File: config.mk
export PLATFORM = sky130hd
export DESIGN_NAME = rgb_to_hsv
export DESIGN_NICKNAME = d
export VERILOG_FILES = /design/src/sv/rgbhsv_pkg.sv /design/src/sv/rgbhsv_front.sv /design/src/sv/rgbhsv_div.sv /design/src/sv/rgb_to_hsv.sv
export SDC_FILE = /design/constraint.sdc
export NUM_CORES = 2
export LEC_CHECK = 0
export ABC_AREA = 1
export BUFFER_PORTS_ARGS = -buffer_cell sky130_fd_sc_hd__buf_4
export CORE_MARGIN = 2
export CORE_UTILIZATION = 48
export CTS_CLUSTER_DIAMETER = 50
export DETAILED_ROUTE_END_ITERATION = 8
export GPL_ROUTABILITY_DRIVEN = 1
export PLACE_DENSITY = 0.72
export SYNTH_ARGS = -nofsm -noshare
export SYNTH_HDL_FRONTEND = slang
export SYNTH_HIERARCHICAL = 1
export SYNTH_SLANG_ARGS = --single-unit
File: constraint.sdc
create_clock -name clk_i -period 5.2 [get_ports clk_i]
set_clock_uncertainty 0.05 [all_clocks]
set_input_delay 0.78 -clock clk_i [delete_from_list [all_inputs] [get_ports clk_i]]
set_output_delay 0.78 -clock clk_i [all_outputs]
set_load 0.1 [all_outputs]
File: src/sv/rgbhsv_pkg.sv
// ----------------------------------------------------------------------------
// rgbhsv_pkg
// Shared types and constants for the RGB to HSV converter pipeline.
// ----------------------------------------------------------------------------
package rgbhsv_pkg;

  localparam int unsigned PIX_W    = 8;   // one color channel
  localparam int unsigned HUE_W    = 16;  // hue result field
  localparam int unsigned SAT_W    = 16;  // saturation result field
  localparam int unsigned SAT_FRAC = 15;  // saturation is Q1.15
  localparam int unsigned NUM_W    = 11;  // holds 6 * 255

  typedef enum logic [1:0] {
    CH_RED   = 2'd0,
    CH_GREEN = 2'd1,
    CH_BLUE  = 2'd2
  } chan_e;

  typedef struct packed {
    logic [PIX_W-1:0] red;
    logic [PIX_W-1:0] green;
    logic [PIX_W-1:0] blue;
  } pix_t;

  typedef struct packed {
    logic [HUE_W-1:0] hue;
    logic [SAT_W-1:0] saturation;
    logic [PIX_W-1:0] value;
  } hsv_t;

  // operands handed from the front end to the divider pipeline
  typedef struct packed {
    logic [NUM_W-1:0] hue_num;
    logic [NUM_W-1:0] hue_den;
    logic [PIX_W-1:0] sat_num;
    logic [PIX_W-1:0] sat_den;
    logic [PIX_W-1:0] value;
    logic             gray;
  } front_t;

endpackage

File: src/sv/rgbhsv_front.sv
// ----------------------------------------------------------------------------
// rgbhsv_front
// Two register stages: channel max/min and sector pick, then chroma and the
// hue numerator and divisor for the divider pipeline.
// ----------------------------------------------------------------------------
module rgbhsv_front (
  input  logic                  clk_i,
  input  logic                  rst_ni,
  input  logic                  valid_i,
  input  rgbhsv_pkg::pix_t      pixel_i,
  output logic                  valid_o,
  output rgbhsv_pkg::front_t    front_o
);

  localparam int unsigned PW = rgbhsv_pkg::PIX_W;
  localparam int unsigned NW = rgbhsv_pkg::NUM_W;

  // stage a
  logic                    a_valid_q;
  rgbhsv_pkg::pix_t        a_pix_q;
  logic [PW-1:0]           a_hi_q, a_hi_d;
  logic [PW-1:0]           a_lo_q, a_lo_d;
  rgbhsv_pkg::chan_e       a_sel_q, a_sel_d;

  // stage b
  logic                    b_valid_q;
  rgbhsv_pkg::front_t      b_front_q, b_front_d;

  logic [PW-1:0]           r, g, b;
  logic [PW-1:0]           d;
  logic [NW-1:0]           d_ext, d6;

  assign r = pixel_i.red;
  assign g = pixel_i.green;
  assign b = pixel_i.blue;

  always_comb begin
    if ((r >= g) && (r >= b)) begin
      a_sel_d = rgbhsv_pkg::CH_RED;
    end else if (g >= b) begin
      a_sel_d = rgbhsv_pkg::CH_GREEN;
    end else begin
      a_sel_d = rgbhsv_pkg::CH_BLUE;
    end
    a_hi_d = (r > g) ? r : g;
    if (b > a_hi_d) begin
      a_hi_d = b;
    end
    a_lo_d = (r < g) ? r : g;
    if (b < a_lo_d) begin
      a_lo_d = b;
    end
  end

  always_ff @(posedge clk_i or negedge rst_ni) begin
    if (!rst_ni) begin
      a_valid_q <= 1'b0;
    end else begin
      a_valid_q <= valid_i;
    end
  end

  always_ff @(posedge clk_i) begin
    a_pix_q <= pixel_i;
    a_hi_q  <= a_hi_d;
    a_lo_q  <= a_lo_d;
    a_sel_q <= a_sel_d;
  end

  assign d     = a_hi_q - a_lo_q;
  assign d_ext = NW'(d);
  assign d6    = (d_ext << 2) + (d_ext << 1);

  always_comb begin
    b_front_d.hue_den = d6;
    b_front_d.sat_num = d;
    b_front_d.sat_den = a_hi_q;
    b_front_d.value   = a_hi_q;
    b_front_d.gray    = (d == '0);
    unique case (a_sel_q)
      rgbhsv_pkg::CH_RED: begin
        // negative difference wraps by a full turn
        if (a_pix_q.green >= a_pix_q.blue) begin
          b_front_d.hue_num = NW'(a_pix_q.green) - NW'(a_pix_q.blue);
        end else begin
          b_front_d.hue_num = d6 - (NW'(a_pix_q.blue) - NW'(a_pix_q.green));
        end
      end
      rgbhsv_pkg::CH_GREEN: begin
        b_front_d.hue_num = (d_ext << 1) + NW'(a_pix_q.blue) - NW'(a_pix_q.red);
      end
      rgbhsv_pkg::CH_BLUE: begin
        b_front_d.hue_num = (d_ext << 2) + NW'(a_pix_q.red) - NW'(a_pix_q.green);
      end
      default: begin
        b_front_d.hue_num = '0;
      end
    endcase
  end

  always_ff @(posedge clk_i or negedge rst_ni) begin
    if (!rst_ni) begin
      b_valid_q <= 1'b0;
    end else begin
      b_valid_q <= a_valid_q;
    end
  end

  always_ff @(posedge clk_i) begin
    b_front_q <= b_front_d;
  end

  assign valid_o = b_valid_q;
  assign front_o = b_front_q;

endmodule

File: src/sv/rgbhsv_div.sv
// ----------------------------------------------------------------------------
// rgbhsv_div
// Pipelined restoring divider, one quotient bit per stage, running the hue
// and saturation divisions side by side. Each quotient is num * 2^QF / den
// with num <= den, so the first stage yields the integer bit.
// ----------------------------------------------------------------------------
module rgbhsv_div #(
  parameter int unsigned QF = 16
) (
  input  logic                       clk_i,
  input  logic                       rst_ni,
  input  logic                       valid_i,
  input  rgbhsv_pkg::front_t         front_i,
  output logic                       valid_o,
  output logic [QF:0]                hue_quo_o,
  output logic [QF:0]                sat_quo_o,
  output logic [rgbhsv_pkg::PIX_W-1:0] value_o,
  output logic                       gray_o
);

  localparam int unsigned NSTG = QF + 1;
  localparam int unsigned QW   = QF + 1;
  localparam int unsigned HW   = rgbhsv_pkg::NUM_W;
  localparam int unsigned SW   = rgbhsv_pkg::PIX_W;

  logic [NSTG-1:0] vld_q;
  logic [NSTG-1:0] gray_q;
  logic [HW-1:0]   hrem_q [NSTG];
  logic [HW-1:0]   hden_q [NSTG];
  logic [SW-1:0]   srem_q [NSTG];
  logic [SW-1:0]   sden_q [NSTG];
  logic [SW-1:0]   val_q  [NSTG];
  logic [QW-1:0]   hquo_q [NSTG];
  logic [QW-1:0]   squo_q [NSTG];

  for (genvar i = 0; i < NSTG; i++) begin : g_stage
    logic          vld_s, gray_s;
    logic [HW-1:0] hden_s;
    logic [SW-1:0] sden_s, val_s;
    logic [QW-1:0] hquo_s, squo_s;
    logic [HW:0]   h_try, h_d;
    logic [SW:0]   s_try, s_d;
    logic          h_bit, s_bit;

    if (i == 0) begin : g_head
      assign vld_s  = valid_i;
      assign gray_s = front_i.gray;
      assign hden_s = front_i.hue_den;
      assign sden_s = front_i.sat_den;
      assign val_s  = front_i.value;
      assign hquo_s = '0;
      assign squo_s = '0;
      assign h_try  = {1'b0, front_i.hue_num};
      assign s_try  = {1'b0, front_i.sat_num};
    end else begin : g_body
      assign vld_s  = vld_q[i-1];
      assign gray_s = gray_q[i-1];
      assign hden_s = hden_q[i-1];
      assign sden_s = sden_q[i-1];
      assign val_s  = val_q[i-1];
      assign hquo_s = hquo_q[i-1];
      assign squo_s = squo_q[i-1];
      assign h_try  = {hrem_q[i-1], 1'b0};
      assign s_try  = {srem_q[i-1], 1'b0};
    end

    assign h_bit = (h_try >= {1'b0, hden_s});
    assign h_d   = h_bit ? (h_try - {1'b0, hden_s}) : h_try;
    assign s_bit = (s_try >= {1'b0, sden_s});
    assign s_d   = s_bit ? (s_try - {1'b0, sden_s}) : s_try;

    always_ff @(posedge clk_i or negedge rst_ni) begin
      if (!rst_ni) begin
        vld_q[i] <= 1'b0;
      end else begin
        vld_q[i] <= vld_s;
      end
    end

    // remainder stays below the divisor, so the top bit drops
    always_ff @(posedge clk_i) begin
      gray_q[i] <= gray_s;
      hden_q[i] <= hden_s;
      sden_q[i] <= sden_s;
      val_q[i]  <= val_s;
      hrem_q[i] <= h_d[HW-1:0];
      srem_q[i] <= s_d[SW-1:0];
      hquo_q[i] <= {hquo_s[QW-2:0], h_bit};
      squo_q[i] <= {squo_s[QW-2:0], s_bit};
    end
  end

  assign valid_o   = vld_q[NSTG-1];
  assign hue_quo_o = hquo_q[NSTG-1];
  assign sat_quo_o = squo_q[NSTG-1];
  assign value_o   = val_q[NSTG-1];
  assign gray_o    = gray_q[NSTG-1];

endmodule

File: src/sv/rgb_to_hsv.sv
// ----------------------------------------------------------------------------
// rgb_to_hsv
// Converts one 8-bit RGB pixel to hue (Q0.16 of a turn), saturation (Q1.15)
// and value, one pixel per clock.
// ----------------------------------------------------------------------------
// The converter takes a pixel on every clock edge where start_i is high;
// busy_o is never raised, so one pixel per cycle is sustained without gaps.
// Each result appears on result_o for one cycle with valid_o high, in input
// order. It passes through two front-end stages, the divider pipeline,
// which resolves one quotient bit per stage, and the output register. The
// receiver must take every result as it comes.
// Gray pixels, black included, give hue 0 and saturation 0.
module rgb_to_hsv #(
  parameter int unsigned HUE_BITS = 16
) (
  input  logic              clk_i,
  input  logic              rst_ni,
  input  logic              start_i,
  output logic              busy_o,
  input  rgbhsv_pkg::pix_t  pixel_i,
  output logic              valid_o,
  output rgbhsv_pkg::hsv_t  result_o
);

  localparam int unsigned QF  = (HUE_BITS > rgbhsv_pkg::SAT_FRAC) ?
                                HUE_BITS : rgbhsv_pkg::SAT_FRAC;
  localparam int unsigned QW  = QF + 1;
  localparam int unsigned HSH = QF - HUE_BITS;
  localparam int unsigned SSH = QF - rgbhsv_pkg::SAT_FRAC;
  localparam int unsigned LAT = QF + 4;

  logic                           accept;
  logic                           fr_valid;
  rgbhsv_pkg::front_t             fr_data;
  logic                           dv_valid;
  logic [QW-1:0]                  dv_hue, dv_sat;
  logic [rgbhsv_pkg::PIX_W-1:0]   dv_value;
  logic                           dv_gray;
  logic [QW-1:0]                  hue_sh, sat_sh;

  logic                           valid_q;
  rgbhsv_pkg::hsv_t               res_q, res_d;

  assign busy_o = 1'b0;
  assign accept = start_i & ~busy_o;

  rgbhsv_front u_front (
    .clk_i   (clk_i),
    .rst_ni  (rst_ni),
    .valid_i (accept),
    .pixel_i (pixel_i),
    .valid_o (fr_valid),
    .front_o (fr_data)
  );

  rgbhsv_div #(
    .QF (QF)
  ) u_div (
    .clk_i     (clk_i),
    .rst_ni    (rst_ni),
    .valid_i   (fr_valid),
    .front_i   (fr_data),
    .valid_o   (dv_valid),
    .hue_quo_o (dv_hue),
    .sat_quo_o (dv_sat),
    .value_o   (dv_value),
    .gray_o    (dv_gray)
  );

  // dropping extra fraction bits of an exact floor is still an exact floor
  assign hue_sh = dv_hue >> HSH;
  assign sat_sh = dv_sat >> SSH;

  always_comb begin
    res_d.value = dv_value;
    if (dv_gray) begin
      res_d.hue        = '0;
      res_d.saturation = '0;
    end else begin
      res_d.hue        = hue_sh[rgbhsv_pkg::HUE_W-1:0];
      res_d.saturation = sat_sh[rgbhsv_pkg::SAT_W-1:0];
    end
  end

  always_ff @(posedge clk_i or negedge rst_ni) begin
    if (!rst_ni) begin
      valid_q <= 1'b0;
    end else begin
      valid_q <= dv_valid;
    end
  end

  always_ff @(posedge clk_i) begin
    res_q <= res_d;
  end

  assign valid_o  = valid_q;
  assign result_o = res_q;

  // saturation never exceeds one
  a_sat_range: assert property (@(posedge clk_i) disable iff (!rst_ni)
    valid_o |-> (result_o.saturation <= 16'd32768))
    else $error("saturation above 1.0");

  // a black pixel has no hue and no saturation
  a_black: assert property (@(posedge clk_i) disable iff (!rst_ni)
    (valid_o && (result_o.value == '0)) |->
      ((result_o.hue == '0) && (result_o.saturation == '0)))
    else $error("black pixel with nonzero hue or saturation");

  // valid_o follows each accepted transaction through the whole pipeline, none lost or added
  a_latency: assert property (@(posedge clk_i) disable iff (!rst_ni)
    $past(rst_ni, LAT) |-> (valid_o == $past(start_i && !busy_o, LAT)))
    else $error("result strobe does not match accepted transaction");

endmodule
-- Word-level counts from Yosys, hierarchy flattened
Memory sizes are Yosys's and may differ from the RTL's. A register that Yosys moved wholly into a read port is not among the register bits.
Cells that the tools add are included.
- memories kept: 7
- latch bits: 0
- RAM bits: 1360
- memory bits (read-only): 0
- bits of input ports: 27
- bits in registers: 118
- output and inout port bits: 42
- $lt $le $gt $ge: 42
- equality and inequality tests: 2
- reduce and logical (&&, ||, !) cells: 3
- div/mod/pow operators: 0
- bitwise operators: 0
- multiplexer cells: 41
- add/sub/neg operators: 43
- $mul: 0
- shift-type cells: 0
- memories (name ; depth ; width ; read ports ; clocked after Yosys merged registers in ; write ports ; RTL line ; text):
    u_div.hquo_q ; 17 ; 17 ; 17 ; 1 ; 17 ; rgbhsv_div.sv:33 ; logic [QW-1:0] hquo_q [NSTG];
    u_div.squo_q ; 17 ; 17 ; 17 ; 1 ; 17 ; rgbhsv_div.sv:34 ; logic [QW-1:0] squo_q [NSTG];
    u_div.hden_q ; 17 ; 11 ; 16 ; 0 ; 17 ; rgbhsv_div.sv:29 ; logic [HW-1:0] hden_q [NSTG];
    u_div.hrem_q ; 17 ; 11 ; 16 ; 0 ; 17 ; rgbhsv_div.sv:28 ; logic [HW-1:0] hrem_q [NSTG];
    u_div.sden_q ; 17 ; 8 ; 16 ; 0 ; 17 ; rgbhsv_div.sv:31 ; logic [SW-1:0] sden_q [NSTG];
    u_div.srem_q ; 17 ; 8 ; 16 ; 0 ; 17 ; rgbhsv_div.sv:30 ; logic [SW-1:0] srem_q [NSTG];
    +1 memories ; - ; - ; - ; - ; - ; - ;
- operators with widths (kind ; count):
    $mux 11 ; 18
    $sub 11x11->11 ; 18
    $ge 12x11->1 ; 16
    $mux 8 ; 21
    $ge 9x8->1 ; 16
    $sub 8x8->8 ; 18
    $ge 8x8->1 ; 5
    $pmux 11 s3 ; 1
    $sub 11x8->11 ; 2
    $sub 8x8->9 ; 2
    $gt 8x8->1 ; 2
    $lt 8x8->1 ; 2
    $add 10x8->11 ; 1
    $add 10x9->11 ; 1
    $ge 11x11->1 ; 1
    $add 9x8->10 ; 1
    $logic_not 8->1 ; 1
    $eq 2x1->1 const B ; 1
    $eq 2x2->1 const B ; 1
    $logic_not 2->1 ; 1
    $mux 2 ; 1
    $logic_and 1x1->1 ; 1

-- Longest topological paths before layout
- word-level depth: 5
- gate-level depth with buffers: 26
- depth with buffers taken out: 26

-- Hierarchy
The synthesis kept the hierarchy.
- by module, submodules not included (module ; sequential area each (sq um) ; cells an instance ; area an instance (sq um) ; times used):
    rgbhsv_div ; 21785.9 ; 5356 ; 43823.3 ; 1
    rgbhsv_front ; 1631.6 ; 813 ; 6309.8 ; 1
    rgb_to_hsv ; 825.8 ; 110 ; 1111.1 ; 1

-- Least setup slack after synthesis
No wires, ideal clock.
- path kind: reg2reg
- from: reg u_front.a_hi_q[0]
- to: reg u_front.b_front_q (netlist bit u_front/front_o[45])
- clock period less this slack: 3737 ps
- path buffers: 0
- cell stages (with the launch flop): 23
- arrival time: 3557 ps
- library setup time: 129 ps
- path slack: 1463 ps
- cell sequence: dfxtp_1 inv_1 ha_1 inv_1 fa_1 ha_1 fa_1 nand3_1 and2_0 inv_1 nand4_1 nand3_1 xor2_1 ha_1 nand2_1 nor3_1 nand3_1 o2111ai_1 nand2_1 inv_1 o21ai_0 nand2_1 o211ai_1
- RTL lines (what ; RTL line ; text):
    start, declared ; rgbhsv_front.sv:21 ; logic [PW-1:0] a_hi_q, a_hi_d;
    start signal, assigned ; rgbhsv_front.sv:65 ; a_hi_q <= a_hi_d;
    end signal, assigned ; rgbhsv_front.sv:110 ; b_front_q <= b_front_d;
    end, declared ; rgbhsv_front.sv:27 ; rgbhsv_pkg::front_t b_front_q, b_front_d;

==> results.txt <==
Root Buffer: clkbuf_16
Post-DP HPWL: 76.37 mm
post-DR vias/cell: 4.821
storage element area: 23560 um^2
syn nets: 6652
Worst-path clk slew: 0.06 ns
GRT Util Overall: 0.1902
Worst EP arrival: 4.83 ns
Clock Latency Late Sink: 0.73 ns
final net count: 6774
drt wl/cell: 12.97 um
Initial DRC Count: 2226
Buf/Inv on CP: 4
pin count of the biggest net entering global routing: 33
maximum fanout count along the critical path: 7
RSZ-0062 raised after global routing: no
area of the multi-input gates: 21940 um^2
number of global-route vias before repair: 36590
Worst-Margin Slew: 1.125 ns
TNS Setup: 0 ns
first drt pass iteration count: 6
crit-path max cell delay: 0.58 ns
antenna cells: 0
syn avg cell area: 8.131 um^2
setup violators final: 0
critical path depth: 22
layout cells sized above 1: 0.07237
CP top delay family: adder cells
Slew headroom: 0.2499
antenna violations before repair: 1
Setup Fix Bufs, Post-CTS: 0
highest clock rate: 0.2339 GHz
Antenna Nets Post-Route: 0
Synth Warn #: 6
critical path class: reg -> reg
Inserted Clock Buffers: 138
number of cells on the worst reg-to-reg path: 22
Netlist Area Pre-Place: 50110 um^2
CTS tree: yes
worst hold path type: in -> reg
# rows: 118
Longest Clk Path Bufs: 3
Final Max Tran Viols: 0
via count: 37500
reg-to-reg setup timing slack: 0.92 ns
Die X-Extent: 327.1 um
Post-Synthesis Cells: 6163
period utilization: 0.8223
Worst Setup End Kind: flop
Critical Path Slowest Stage Cell: fa_1
Hold Crit Depth: 1
clock sinks: 1172
Post-Route WL: 100.9 mm
fillcell total: 9368
Port Buf Inserts: 67
die area: 107000 um^2
cells along the critical path: inv_1 -> ha_1 -> inv_1 -> fa_1 -> ha_1 -> fa_1 -> nand3_1 -> and2_0 -> inv_1 -> nand4_1 -> nand3_1 -> xor2_1 -> ha_1 -> nand2_1 -> nor3_1 -> nand3_1 -> o2111ai_1 -> nand2_1 -> inv_1 -> o21ai_0 -> nand2_1 -> o211ai_1
first-pass GRT wire length: 170.5 mm
DRC errors left: 0
fin crit period: 4.276 ns
final hold vios: 0
max-cap violations: 0
GP Congestion: 0.9076
area grow syn2layout: 12.71%
CP Launch Type: flop
Critical Path RT: 5.75 ns
die height: 327.1 um
IO Count: 69
GRT Residual Overflow: 0
initial core utilization: 0.4842
Critical Path Most Common Cell: inv_1
H-tree levels: 4
core area: 103500 um^2
run status: completed
through the flow:
stage / instances / setup WS [ns] / util / hold WS [ns] / cell area (um^2)
3_3_place_gp: 7524 / 0.8778 / 0.4997 / 0.2599 / 51720
3_5_place_dp: 7524 / 0.9102 / 0.4997 / 0.2621 / 51720
5_1_grt: 7778 / 0.5343 / 0.5457 / 0.04974 / 56480
4_1_cts: 7778 / 0.8957 / 0.5457 / 0.04264 / 56480
2_1_floorplan: 6163 / 1.463 / - / 0.2596 / 50110
6_report: 7778 / 0.9241 / 0.5457 / 0.1041 / 56480
state kept, by name (all words and copies together) (netlist names), 2 cells and up:
name / cells
u_front/a_sel_q: 2
u_front/a_lo_q: 8
u_div/g_stage.gray_s: 16
u_front/a_hi_q: 8
u_div/srem_q: 120
u_div/hrem_q: 176
u_div/g_stage.vld_s: 16
result_o: 40
u_div/squo_q: 152
u_front/a_pix_q: 24
u_div/hden_q: 176
u_front/front_o: 37
u_div/hquo_q: 136
u_div/val_q: 136
u_div/sden_q: 120
timing repair:
item / 4_1_cts / 5_1_grt
gates resized for setup: 0 / 0
hold buffers: 1 / 0
endpoints found under the hold margin: 20 / 0
endpoints found under the setup margin: 0 / 0
area by class of cell:
| type | instances | share of cell area |
|---|---|---|
| Timing Repair Buffer | 69 | 0.009216 |
| Multi-Input combinational cell | 3844 | 0.3885 |
| Tap cell | 1380 | 0.03057 |
| Sequential cell | 1172 | 0.4172 |
| Clock buffer | 166 | 0.06662 |
| Clock inverter | 87 | 0.01741 |
| Inverter | 1060 | 0.07045 |
final timing paths:
| check | endpoint | startpoint |
|---|---|---|
| setup / recovery | u_front/front_o[45]$_DFF_P_ | u_front/a_hi_q[0]$_DFF_P_ |
| min in group asynchronous | valid_o$_DFF_PN0_ | rst_ni |
| max in group asynchronous | u_front/a_valid_q$_DFF_PN0_ | rst_ni |
| setup reg to reg | u_front/front_o[45]$_DFF_P_ | u_front/a_hi_q[0]$_DFF_P_ |
| hold / removal | u_front/a_valid_q$_DFF_PN0_ | start_i |
| hold reg to reg | u_div/squo_q[0][265]$_DFF_P_ | u_div/squo_q[0][247]$_DFF_P_ |
per-layer routing:
metal / part of all wire / track usage / vias up / wire (um)
li1: - / - / 19580 / -
met1: 0.45 / 0.2324 / 16900 / 44920
met2: 0.48 / 0.3345 / 811 / 48680
met3: 0.045 / 0.03318 / 202 / 4507
met4: 0.027 / 0.07020 / 2 / 2751
met5: 0.00013 / 0 / - / 13
layout by cell type (no fill, tap or decap), types with 10 or more instances in the layout:
cell type and count:
dfxtp_1 1151, o21ai_1 31, and2_1 14, buf_4 68, nand4_2 15, or2_2 34, a21oi_2 39, nand3_1 593
nand2_2 17, xor2_1 99, a21oi_1 169, inv_6 16, ha_1 411, nor2_1 296, nand4_1 117, or2_0 10
clkinvlp_4 17, nor2_2 18, clkinv_2 17, o211ai_1 11, clkbuf_1 11, fa_1 51, dfrtp_1 20, xnor2_1 24
inv_8 10, nand2_1 1690, o21ai_0 103, inv_1 1055, clkbuf_16 141, nand3b_1 34, clkbuf_8 14
Power is left out: the tool's default activity adds up to more than one toggle a clock period on the data nets, which glitch-free logic cannot reach.
